$ cat src/sv/hk3_pkg.sv
// Package for the 3D Hilbert key core: orientation types, constants and the
// per-level digit and orientation functions. No dependencies.
package hk3_pkg;

  // Default number of curve levels (coordinate bits used per axis).
  localparam int COORD_BITS_DEF = 32;
  // Width of each coordinate and key word on the ports.
  localparam int WORD_BITS = 32;
  // Full key width: three key words.
  localparam int KEY_BITS = 3 * WORD_BITS;
  // Number of axes.
  localparam int AXES = 3;

  // Axis codes held in the upper two bits of an orientation entry.
  localparam logic [1:0] AXIS_X = 2'd0;
  localparam logic [1:0] AXIS_Y = 2'd1;
  localparam logic [1:0] AXIS_Z = 2'd2;

  // One orientation entry: axis number in [2:1], inversion flag in [0].
  typedef logic [2:0] orient_t;
  // Orientation of all three digit positions; element n serves Gray code bit n.
  typedef orient_t [AXES-1:0] orient_set_t;

  // Orientation at the top level of the curve.
  localparam orient_set_t ORIENT_INIT = '{{AXIS_Z, 1'b0}, {AXIS_Y, 1'b0}, {AXIS_X, 1'b0}};

  // Select one coordinate bit by axis number; an unused axis code reads zero.
  function automatic logic pick_bit(input logic [AXES-1:0] bits, input logic [1:0] sel);
    logic b;
    case (sel)
      AXIS_X:  b = bits[0];
      AXIS_Y:  b = bits[1];
      AXIS_Z:  b = bits[2];
      default: b = 1'b0;
    endcase
    return b;
  endfunction

  // Inverse 3-bit Gray code.
  function automatic logic [2:0] inv_gray(input logic [2:0] g);
    logic [2:0] d;
    case (g)
      3'd0:    d = 3'd0;
      3'd1:    d = 3'd1;
      3'd2:    d = 3'd3;
      3'd3:    d = 3'd2;
      3'd4:    d = 3'd7;
      3'd5:    d = 3'd6;
      3'd6:    d = 3'd4;
      3'd7:    d = 3'd5;
      default: d = 3'd0;
    endcase
    return d;
  endfunction

  // Orientation after a level, chosen by that level's digit.
  function automatic orient_set_t next_orient(input orient_set_t o, input logic [2:0] d);
    orient_set_t n;
    n = o;
    case (d)
      3'd0: begin
        n[0] = o[2];          n[1] = o[1];          n[2] = o[0];
      end
      3'd1: begin
        n[0] = o[0];          n[1] = o[2];          n[2] = o[1];
      end
      3'd3: begin
        n[0] = o[2] ^ 3'd1;   n[1] = o[0] ^ 3'd1;   n[2] = o[1];
      end
      3'd4: begin
        n[0] = o[2];          n[1] = o[0] ^ 3'd1;   n[2] = o[1] ^ 3'd1;
      end
      3'd6: begin
        n[0] = o[0];          n[1] = o[2] ^ 3'd1;   n[2] = o[1] ^ 3'd1;
      end
      3'd7: begin
        n[0] = o[2] ^ 3'd1;   n[1] = o[1];          n[2] = o[0] ^ 3'd1;
      end
      // Digits 2 and 5 keep the orientation.
      default: n = o;
    endcase
    return n;
  endfunction

endpackage

$ cat src/sv/hilbert_key_3d_core.sv
// Top level of the 3D Hilbert key core: a chain of hk3_cell stages, one per
// curve level. Uses hk3_pkg and hk3_cell.
//
// The core maps a point of three unsigned coordinates to its 96-bit Hilbert
// curve index, returned as three 32-bit words, most significant first. Only
// the low COORD_BITS bits of each coordinate are used; the 3*COORD_BITS key
// bits sit at the top of the key and the bits below them are zero. The core
// takes one point per clock cycle while the result port is not stalled. A
// point passes through one register in each level cell of the chain; the
// last cell's register drives the result ports. Each cell holds its request
// until the next cell takes it, so a stalled result port fills empty cells
// first and only then stops accepting input.
module hilbert_key_3d_core #(
  parameter int COORD_BITS = hk3_pkg::COORD_BITS_DEF
) (
  input  logic                           clk,
  input  logic                           rst_n,
  input  logic                           in_valid,
  output logic                           in_ready,
  input  logic [hk3_pkg::WORD_BITS-1:0]  in_x_coord,
  input  logic [hk3_pkg::WORD_BITS-1:0]  in_y_coord,
  input  logic [hk3_pkg::WORD_BITS-1:0]  in_z_coord,
  output logic                           out_valid,
  input  logic                           out_ready,
  output logic [hk3_pkg::WORD_BITS-1:0]  out_key_high,
  output logic [hk3_pkg::WORD_BITS-1:0]  out_key_mid,
  output logic [hk3_pkg::WORD_BITS-1:0]  out_key_low
);

  localparam int KW = 3 * COORD_BITS;
  localparam int WB = hk3_pkg::WORD_BITS;

  // Links between cells; link 0 is the input, link COORD_BITS the output.
  logic                       lk_valid [COORD_BITS+1];
  logic                       lk_ready [COORD_BITS+1];
  logic [COORD_BITS-1:0]      lk_x     [COORD_BITS+1];
  logic [COORD_BITS-1:0]      lk_y     [COORD_BITS+1];
  logic [COORD_BITS-1:0]      lk_z     [COORD_BITS+1];
  hk3_pkg::orient_set_t       lk_orient[COORD_BITS+1];
  logic [KW-1:0]              lk_key   [COORD_BITS+1];
  logic [hk3_pkg::KEY_BITS-1:0] key_full;

  // Input request enters the first cell with the top-level orientation.
  assign lk_valid[0]  = in_valid;
  assign in_ready     = lk_ready[0];
  assign lk_x[0]      = in_x_coord[COORD_BITS-1:0];
  assign lk_y[0]      = in_y_coord[COORD_BITS-1:0];
  assign lk_z[0]      = in_z_coord[COORD_BITS-1:0];
  assign lk_orient[0] = hk3_pkg::ORIENT_INIT;
  assign lk_key[0]    = '0;

  // One cell per level, top coordinate bit first.
  for (genvar l = 1; l <= COORD_BITS; l++) begin : g_cell
    hk3_cell #(
      .COORD_BITS (COORD_BITS),
      .LEVEL      (l)
    ) u_cell (
      .clk       (clk),
      .rst_n     (rst_n),
      .up_valid  (lk_valid[l-1]),
      .up_ready  (lk_ready[l-1]),
      .up_x      (lk_x[l-1]),
      .up_y      (lk_y[l-1]),
      .up_z      (lk_z[l-1]),
      .up_orient (lk_orient[l-1]),
      .up_key    (lk_key[l-1]),
      .dn_valid  (lk_valid[l]),
      .dn_ready  (lk_ready[l]),
      .dn_x      (lk_x[l]),
      .dn_y      (lk_y[l]),
      .dn_z      (lk_z[l]),
      .dn_orient (lk_orient[l]),
      .dn_key    (lk_key[l])
    );
  end

  // The last cell's register is the result register.
  assign out_valid            = lk_valid[COORD_BITS];
  assign lk_ready[COORD_BITS] = out_ready;

  // Key digits sit at the top of the full key; lower bits are zero.
  assign key_full     = hk3_pkg::KEY_BITS'(lk_key[COORD_BITS]) << (hk3_pkg::KEY_BITS - KW);
  assign out_key_high = key_full[3*WB-1 -: WB];
  assign out_key_mid  = key_full[2*WB-1 -: WB];
  assign out_key_low  = key_full[WB-1 -: WB];

endmodule

$ cat src/sv/hk3_cell.sv
// One level cell of the Hilbert key chain: forms one 3-bit digit and the next
// orientation, and registers the request for the next cell. Uses hk3_pkg.
module hk3_cell #(
  parameter int COORD_BITS = hk3_pkg::COORD_BITS_DEF,
  parameter int LEVEL      = 1
) (
  input  logic                        clk,
  input  logic                        rst_n,
  // Upstream side.
  input  logic                        up_valid,
  output logic                        up_ready,
  input  logic [COORD_BITS-1:0]       up_x,
  input  logic [COORD_BITS-1:0]       up_y,
  input  logic [COORD_BITS-1:0]       up_z,
  input  hk3_pkg::orient_set_t        up_orient,
  input  logic [3*COORD_BITS-1:0]     up_key,
  // Downstream side.
  output logic                        dn_valid,
  input  logic                        dn_ready,
  output logic [COORD_BITS-1:0]       dn_x,
  output logic [COORD_BITS-1:0]       dn_y,
  output logic [COORD_BITS-1:0]       dn_z,
  output hk3_pkg::orient_set_t        dn_orient,
  output logic [3*COORD_BITS-1:0]     dn_key
);

  // Coordinate bit used at this level and key slot filled by it.
  localparam int SHIFT = COORD_BITS - LEVEL;
  localparam int POS   = 3 * COORD_BITS - 1 - 3 * (LEVEL - 1);

  logic                       valid_r;
  logic [COORD_BITS-1:0]      x_r, y_r, z_r;
  hk3_pkg::orient_set_t       orient_r, orient_nxt;
  logic [3*COORD_BITS-1:0]    key_r, key_nxt;
  logic [2:0]                 gray;
  logic [2:0]                 digit;
  logic [2:0]                 level_bits;
  logic                       load;

  // Gather one bit per digit position under the current orientation.
  always_comb begin
    level_bits = {up_z[SHIFT], up_y[SHIFT], up_x[SHIFT]};
    for (int n = 0; n < hk3_pkg::AXES; n++) begin
      gray[n] = hk3_pkg::pick_bit(level_bits, up_orient[n][2:1]) ^ up_orient[n][0];
    end
    digit      = hk3_pkg::inv_gray(gray);
    orient_nxt = hk3_pkg::next_orient(up_orient, digit);
    key_nxt    = up_key;
    key_nxt[POS -: 3] = digit;
  end

  // The stage takes a new request when empty or when its own is leaving.
  assign up_ready = !valid_r || dn_ready;
  assign load     = up_valid && up_ready;

  // Stage occupancy.
  always_ff @(posedge clk) begin
    if (!rst_n) begin
      valid_r <= 1'b0;
    end else if (up_ready) begin
      valid_r <= up_valid;
    end
  end

  // Stage payload.
  always_ff @(posedge clk) begin
    if (load) begin
      x_r      <= up_x;
      y_r      <= up_y;
      z_r      <= up_z;
      orient_r <= orient_nxt;
      key_r    <= key_nxt;
    end
  end

  assign dn_valid  = valid_r;
  assign dn_x      = x_r;
  assign dn_y      = y_r;
  assign dn_z      = z_r;
  assign dn_orient = orient_r;
  assign dn_key    = key_r;

endmodule
$ cat config.mk
export PLATFORM = sky130hd
export DESIGN_NAME = hilbert_key_3d_core
export DESIGN_NICKNAME = d
export VERILOG_FILES = /design/src/sv/hk3_pkg.sv /design/src/sv/hilbert_key_3d_core.sv /design/src/sv/hk3_cell.sv
export SDC_FILE = /design/constraint.sdc
export NUM_CORES = 2
export LEC_CHECK = 0
export BUFFER_PORTS_ARGS = -buffer_cell sky130_fd_sc_hd__buf_4
export CAP_MARGIN = 20
export CELL_PAD_IN_SITES_DETAIL_PLACEMENT = 1
export CELL_PAD_IN_SITES_GLOBAL_PLACEMENT = 2
export CORE_MARGIN = 2
export CORE_UTILIZATION = 53
export DETAILED_ROUTE_END_ITERATION = 10
export HOLD_SLACK_MARGIN = 0.03
export PLACE_DENSITY_LB_ADDON = 0.1
export SETUP_SLACK_MARGIN = 0.15
export SLEW_MARGIN = 20
export SYNTH_ARGS = -nofsm -noshare
export SYNTH_HDL_FRONTEND = slang
export SYNTH_SLANG_ARGS = --single-unit
$ cat constraint.sdc
create_clock -name clk -period 31.6 [get_ports clk]
set_clock_uncertainty 0.1 [all_clocks]
set_input_delay 3.16 -clock clk [delete_from_list [all_inputs] [get_ports clk]]
set_output_delay 3.16 -clock clk [all_outputs]
set_load 0.02 [all_outputs]
* Word-level counts from Yosys, hierarchy flattened *
Memory sizes are Yosys's and may differ from the RTL's. A register that Yosys moved wholly into a read port is not among the register bits.
Cells that the tools add are included.

operators by class
  $add $sub $neg = 0
  multipliers = 0
  divide/modulo/power cells = 0
  $lt $le $gt $ge = 0
  equal/unequal tests = 341
  shift-type cells = 0
  muxes and demuxes = 124
  bitwise operators = 183
  reduce and logical (&&, ||, !) cells = 220

operator list
  operator            count
  $pmux 9 s6          31
  $eq 3x3->1 const B  93
  $pmux 1 s3          93
  $eq 2x1->1 const B  93
  $eq 2x2->1 const B  93
  $logic_not 2->1     93
  $eq 3x1->1 const B  31
  $eq 3x2->1 const B  31
  $logic_not 3->1     31
  $xor 1x1->1         93
  $not 1->1           90
  $logic_and 1x1->1   32
  $logic_not 1->1     32
  $logic_or 1x1->1    32

storage, ports and cells
  flip-flop bits (word level) = 3383
  latch bits = 0
  bits in writable memories = 0
  memory bits (read-only) = 768
  input bits = 100
  logic and storage cells = 1150
  memories kept = 32

memories
  name              depth  width  read ports  clocked after memory_dff  write ports  line           text
  (name not given)  8      3      1           0                         0            hk3_pkg.sv:42  case (g)
  (name not given)  8      3      1           0                         0            hk3_pkg.sv:42
  (name not given)  8      3      1           0                         0            hk3_pkg.sv:42
  (name not given)  8      3      1           0                         0            hk3_pkg.sv:42
  (name not given)  8      3      1           0                         0            hk3_pkg.sv:42
  (name not given)  8      3      1           0                         0            hk3_pkg.sv:42
  26 more memories  --     --     --          --                        --           --

* Depth between registers and ports, before layout *
  word-level depth = 34
  mapped depth = 13
  mapped depth without buffers = 12

* By module *
A second synthesis with hierarchy kept.

second synthesis, totals
  cells, all modules = 9846
  area, all modules = 218026.6 µm²

modules (own cells, without submodules)
  module                             instances  cells an instance  area an instance (µm²)  sequential area each (µm²)
  hk3_cell at g_cell[10].u_cell ...  15         309                6797.8                  6055.8
  hk3_cell at g_cell[21].u_cell ...  12         313                6864.1                  6055.8
  hk3_cell at g_cell[12].u_cell ...  3          297                6800.3                  6055.8
  hk3_cell at g_cell[8].u_cell ...   2          281                6641.4                  6055.8
  hilbert_key_3d_core                1          2                  7.5                     0.0

* Worst setup path before layout *
OpenSTA, ideal clock, no wires.

  kind = in2reg
  start point = in out_ready
  end point = reg g_cell[22].u_cell.key_r[30], enable pin
  data arrival time = 11765 ps
  required time = 30770 ps
  slack = 19006 ps
  stages on the path = 6
  cells stage by stage = and2b_1 > and2_1 > and3_1 > and3_1 > and2_1 > a21boi_0

between the ends
  longest elaborated chain between the ends = 12

ends and longest elaborated chain
  item                              line                       text
  from (decl)                       hilbert_key_3d_core.sv:24  input logic out_ready,
  $logic_or 1x1->1 (11 in a row)    hk3_cell.sv:53             assign up_ready = !valid_r || dn_ready;
  $logic_and 1x1->1                 hk3_cell.sv:54             assign load = up_valid && up_ready;
  named net g_cell[22].u_cell.load  hk3_cell.sv:38             logic load;
  to (signal assigned)              hk3_cell.sv:72             key_r <= key_nxt;
  to (decl)                         hk3_cell.sv:34             logic [3*COORD_BITS-1:0] key_r, key_nxt;

The timed path passes the listed nets, and every way through them passes these cells.
A chain may end at the register's enable or synchronous reset.

* Worst setup path in the final report *
  start point = in out_ready
  end point = out in_ready

between the ends
  longest elaborated chain between the ends = 32

ends and longest elaborated chain
  item                            line                       text
  $logic_or 1x1->1 (32 in a row)  hk3_cell.sv:53
  to (decl)                       hilbert_key_3d_core.sv:19  output logic in_ready,

No other way between the ends.

==> impl_results.md <==
- Status: finished clean
- Largest family of logic cells by synthesized area: compound AO/OA/AOI/OAI gates
- CTS Buffer Depth: 4
- Hold Path Stages: 0
- CTS root buffer: clkbuf_16
- Sequential element share of the synthesized area: 84.8%
- Crit path DAT: 6280 ps
- Die area: 0.229 mm²
- CTS HTree Levels: 5
- Mux cell area share after synthesis: 1.56%
- # DRC: 0
- Buf/Inv on CP: 3
- Largest net degree at the start of global routing: 73
- Peak supply drop: 55.7 µV
- Place WS: 22,080 ps
- R2r worst-path depth: 9
- Post-synth EDFFs: 3,350
- Clock network fraction of total power: 42.7%
- Post-layout min period: 9540 ps
- Syn Area/Cell: 19.5 µm²
- Initial drt markers: 2,616
- Synth warn: 0
- Pwr dens: 65.5 mW/mm²
- Syn nets: 6,261
- Worst-Margin Slew: 1030 ps
- Commonest cells in the netlist: 3,350 x edfxtp_1, 289 x nand2_1, 231 x o21ai_0
- WL final: 179 mm
- DP Cell Count: 9,277
- I/O pin cnt: 198
- Leak: 0.0443 µW
- Setup TNS: 0 ps
- Routed len/inst: 18.1 µm
- CP max stage delay: 830 ps
- Slowest CP cell: nor4b_4
- Post-synthesis cell area: 0.119 mm²
- Worst R2R Start: g_cell[29].u_cell.dn_valid
- Hold Path End: g_cell[22].u_cell.dn_key[50]
- Cts bufs inserted: 346
- Max Freq: 105 MHz
- RSZ-0062 raised after global routing: no
- Tot Pwr: 8890 µW
- Unique masters post-synth: 89
- Starting Density: 53.2%
- Gpl congestion: 0.820
- Clock sinks: 3,382
- IO buf count: 197
- Final hold violation count: 0
- Adder-cell share of the synthesized area: 0.377%
- Seq cells post-synth: 3,382
- Leading area contributor after synthesis: edfxtp_1
- First-pass GRT wire length: 285 mm
- HP Start: g_cell[21].u_cell.dn_key[50]
- Worst hold path class: flip-flop to flip-flop
- Fill cell count: 19,300
- Cell chain of the critical path: buf_4 > and2b_1 > nand4_2 > nor4b_4 > nand4_2 > nor4_4 > and3_1 > inv_1 > buf_4
- Top delay family on crit path: simple AND/OR/NAND/NOR gates
- Endpoints failing setup: 0
- Via count of the first global-routing pass: 53,800
- Most frequent cell after synthesis: edfxtp_1
- Reg2Reg Setup Slack: 27,180 ps
- Startpoint Class: input port
- # hold bufs at CTS: 0
- Seq pwr share: 55.3%
- Largest cells by area after synthesis: edfxtp_1 84%, mux2i_1 1.5%, xnor2_1 1.0%
- P&R area growth vs syn: 13.7%
- Required time of the critical path: 28,340 ps
- Grt ovf: 0
- Pins Over Slew Limit: 0
- Pint: 7240 µW
- Antenna viol nets, final: 0
- Mapped Cells: 6,129
- Max cap viols: 0
- Antenna violations before repair: 1
- Post-DR vias/cell: 5.28
- First-pass DRT Iterations: 5
- Cell Area, Placed: 0.125 mm²
- Clk pin slew, worst setup/hold paths: 60 ps
- Core area: 0.224 mm²
- WS Path Type: input port to output port
- CP Max Fanout: 7
- Fin area: 0.136 mm²
- Logic gate share of total power: 2.0%
- # Post-CTS Setup Buffers: 0
- Net load switching power: 1660 µW
- Slew headroom: 30.5%
- TritonCTS clock tree: built
- Ys async rst share: 0%
- Post-synthesis simple-gate area fraction: 4.30%
- Fin cells: 9,874
- DP HPWL: 120 mm
- Final worst slack: 22,060 ps
- Compound-Gate Fraction of Synth Area: 5.34%
- Die X: 479 µm
- Total GRT Usage: 15.5%
- Die Y: 479 µm
- Final nets: 6,767
- Post-Synth XOR/XNOR Area: 2.66%
- Share of cells above drive strength 1: 13.9%
- Period utilization: 30.2%
- Sw Share: 18.7%
- R2R Path End: g_cell[1].u_cell.dn_z[4]
- Cell Rows: 174
- Crit. End Element: output port
- Clk_lat worst skew: 920 ps
- Top-area cell type share of the netlist area: 84.2%
- Via count: 52,100
- Cells resized by post-CTS repair: 0
- Main synth FF type: edfxtp_1
-- layout make-up --
type                       instances  area [µm²]  share of cell area (%)
multi-input combinational       2458       17300                    12.8
sequential                      3382      101000                    74.6
timing repair buffer             264        2020                    1.49
inverter                         183         694                   0.512
tap                             2992        3740                    2.76
clock buffer                     411        9020                    6.64
clock inverter                   183        1670                    1.23
antenna                            1        2.50                 0.00184
-- worst register-to-register path, stage by stage (launching register included) --
cell and delay, ps:
dfxtp_1 450, and4_1 290, nand4_2 280, nor4b_4 830, nand4_2 330, nor4_4 570
and3_1 320, nor2b_4 50, buf_4 270, buf_4 500
-- cell families (layout without fill, tap and decap cells) --
family / count (synthesis) / after routing
AO/OA/AOI/OAI: 926 / 926
flip-flops: 3382 / 3382
XOR/XNOR: 282 / 282
other: 0 / 1
buffers and inverters: 289 / 1041
multiplexers: 185 / 185
AND/OR/NAND/NOR: 1028 / 1028
adder cells (fa/ha/maj): 37 / 37
-- stage by stage --
step	util, %	hold WS, ps
after floorplan	-	300
after global placement	55.7	300
after detailed placement	55.7	305
after CTS	60.4	266
after global routing	60.5	281
final	60.5	270
-- power groups by stage --
stage	Sequential [µW]	Combinational, µW	Clock, µW
finish	4920	177	3800
global placement	5010	168	0
floorplan	5010	130	0
detailed placement	5020	175	0
global route	4920	197	4070
CTS	4920	176	3920
-- layer usage --
metal	share of wire, %	routed length [µm]	track usage, %	vias to the layer above
met5	0	0	0	-
met4	2.5	4530	5.07	0
met3	3.4	6080	2.58	366
met2	51	91500	27.3	815
met1	43	77100	19.6	25900
li1	-	-	-	25000
-- flip-flops by register name (all words and copies together) (netlist names) --
| signal | count |
|---|---|
| g_cell.u_cell.dn_key | 1584 |
| g_cell.u_cell.dn_orient | 278 |
| g_cell.u_cell.dn_valid | 32 |
| g_cell.u_cell.dn_x | 496 |
| g_cell.u_cell.dn_y | 496 |
| g_cell.u_cell.dn_z | 496 |
-- how the worst max path moves through the flow --
stage               startpoint                           end  slack (ps)  cells past startpoint
CTS                  out_ready                      in_ready       22050                      9
global placement     out_ready                      in_ready       22160                      9
detailed placement   out_ready                      in_ready       22080                      9
finish               out_ready                      in_ready       22060                      9
floorplan            out_ready  g_cell[22].u_cell.dn_key[30]       19010                      6
global route         out_ready                      in_ready       21900                      9
-- cell usage in the layout, fill, tap and decap left out, types with 18 or more instances in the layout --
cell       count
and3_1        60
a221o_1       28
a211o_1       18
xor2_1        67
nand3b_1      62
o21ai_0      231
o22ai_1       26
xor2_2        27
a31oi_1       37
o221ai_1      20
o22ai_2       33
edfxtp_1    3350
bufinv_16     29
mux2i_1      177
o211ai_1      18
a21oi_1      144
a221oi_1      24
nor4_1        25
nand3_1       73
clkbuf_1      59
clkinv_2      68
o21a_1        44
clkbuf_16    351
clkinv_1      63
nor2_1       223
or3_1         28
nand2_1      289
o21ai_2       22
buf_4        262
and2_1        33
ha_1          32
xnor2_2       33
nor2b_1       50
dfxtp_1       32
a22o_1        20
nor3_1        92
inv_1        176
a211oi_1      54
xnor2_1      141
o21ai_1       44
Note: power is estimated with default switching activity, not from simulation.
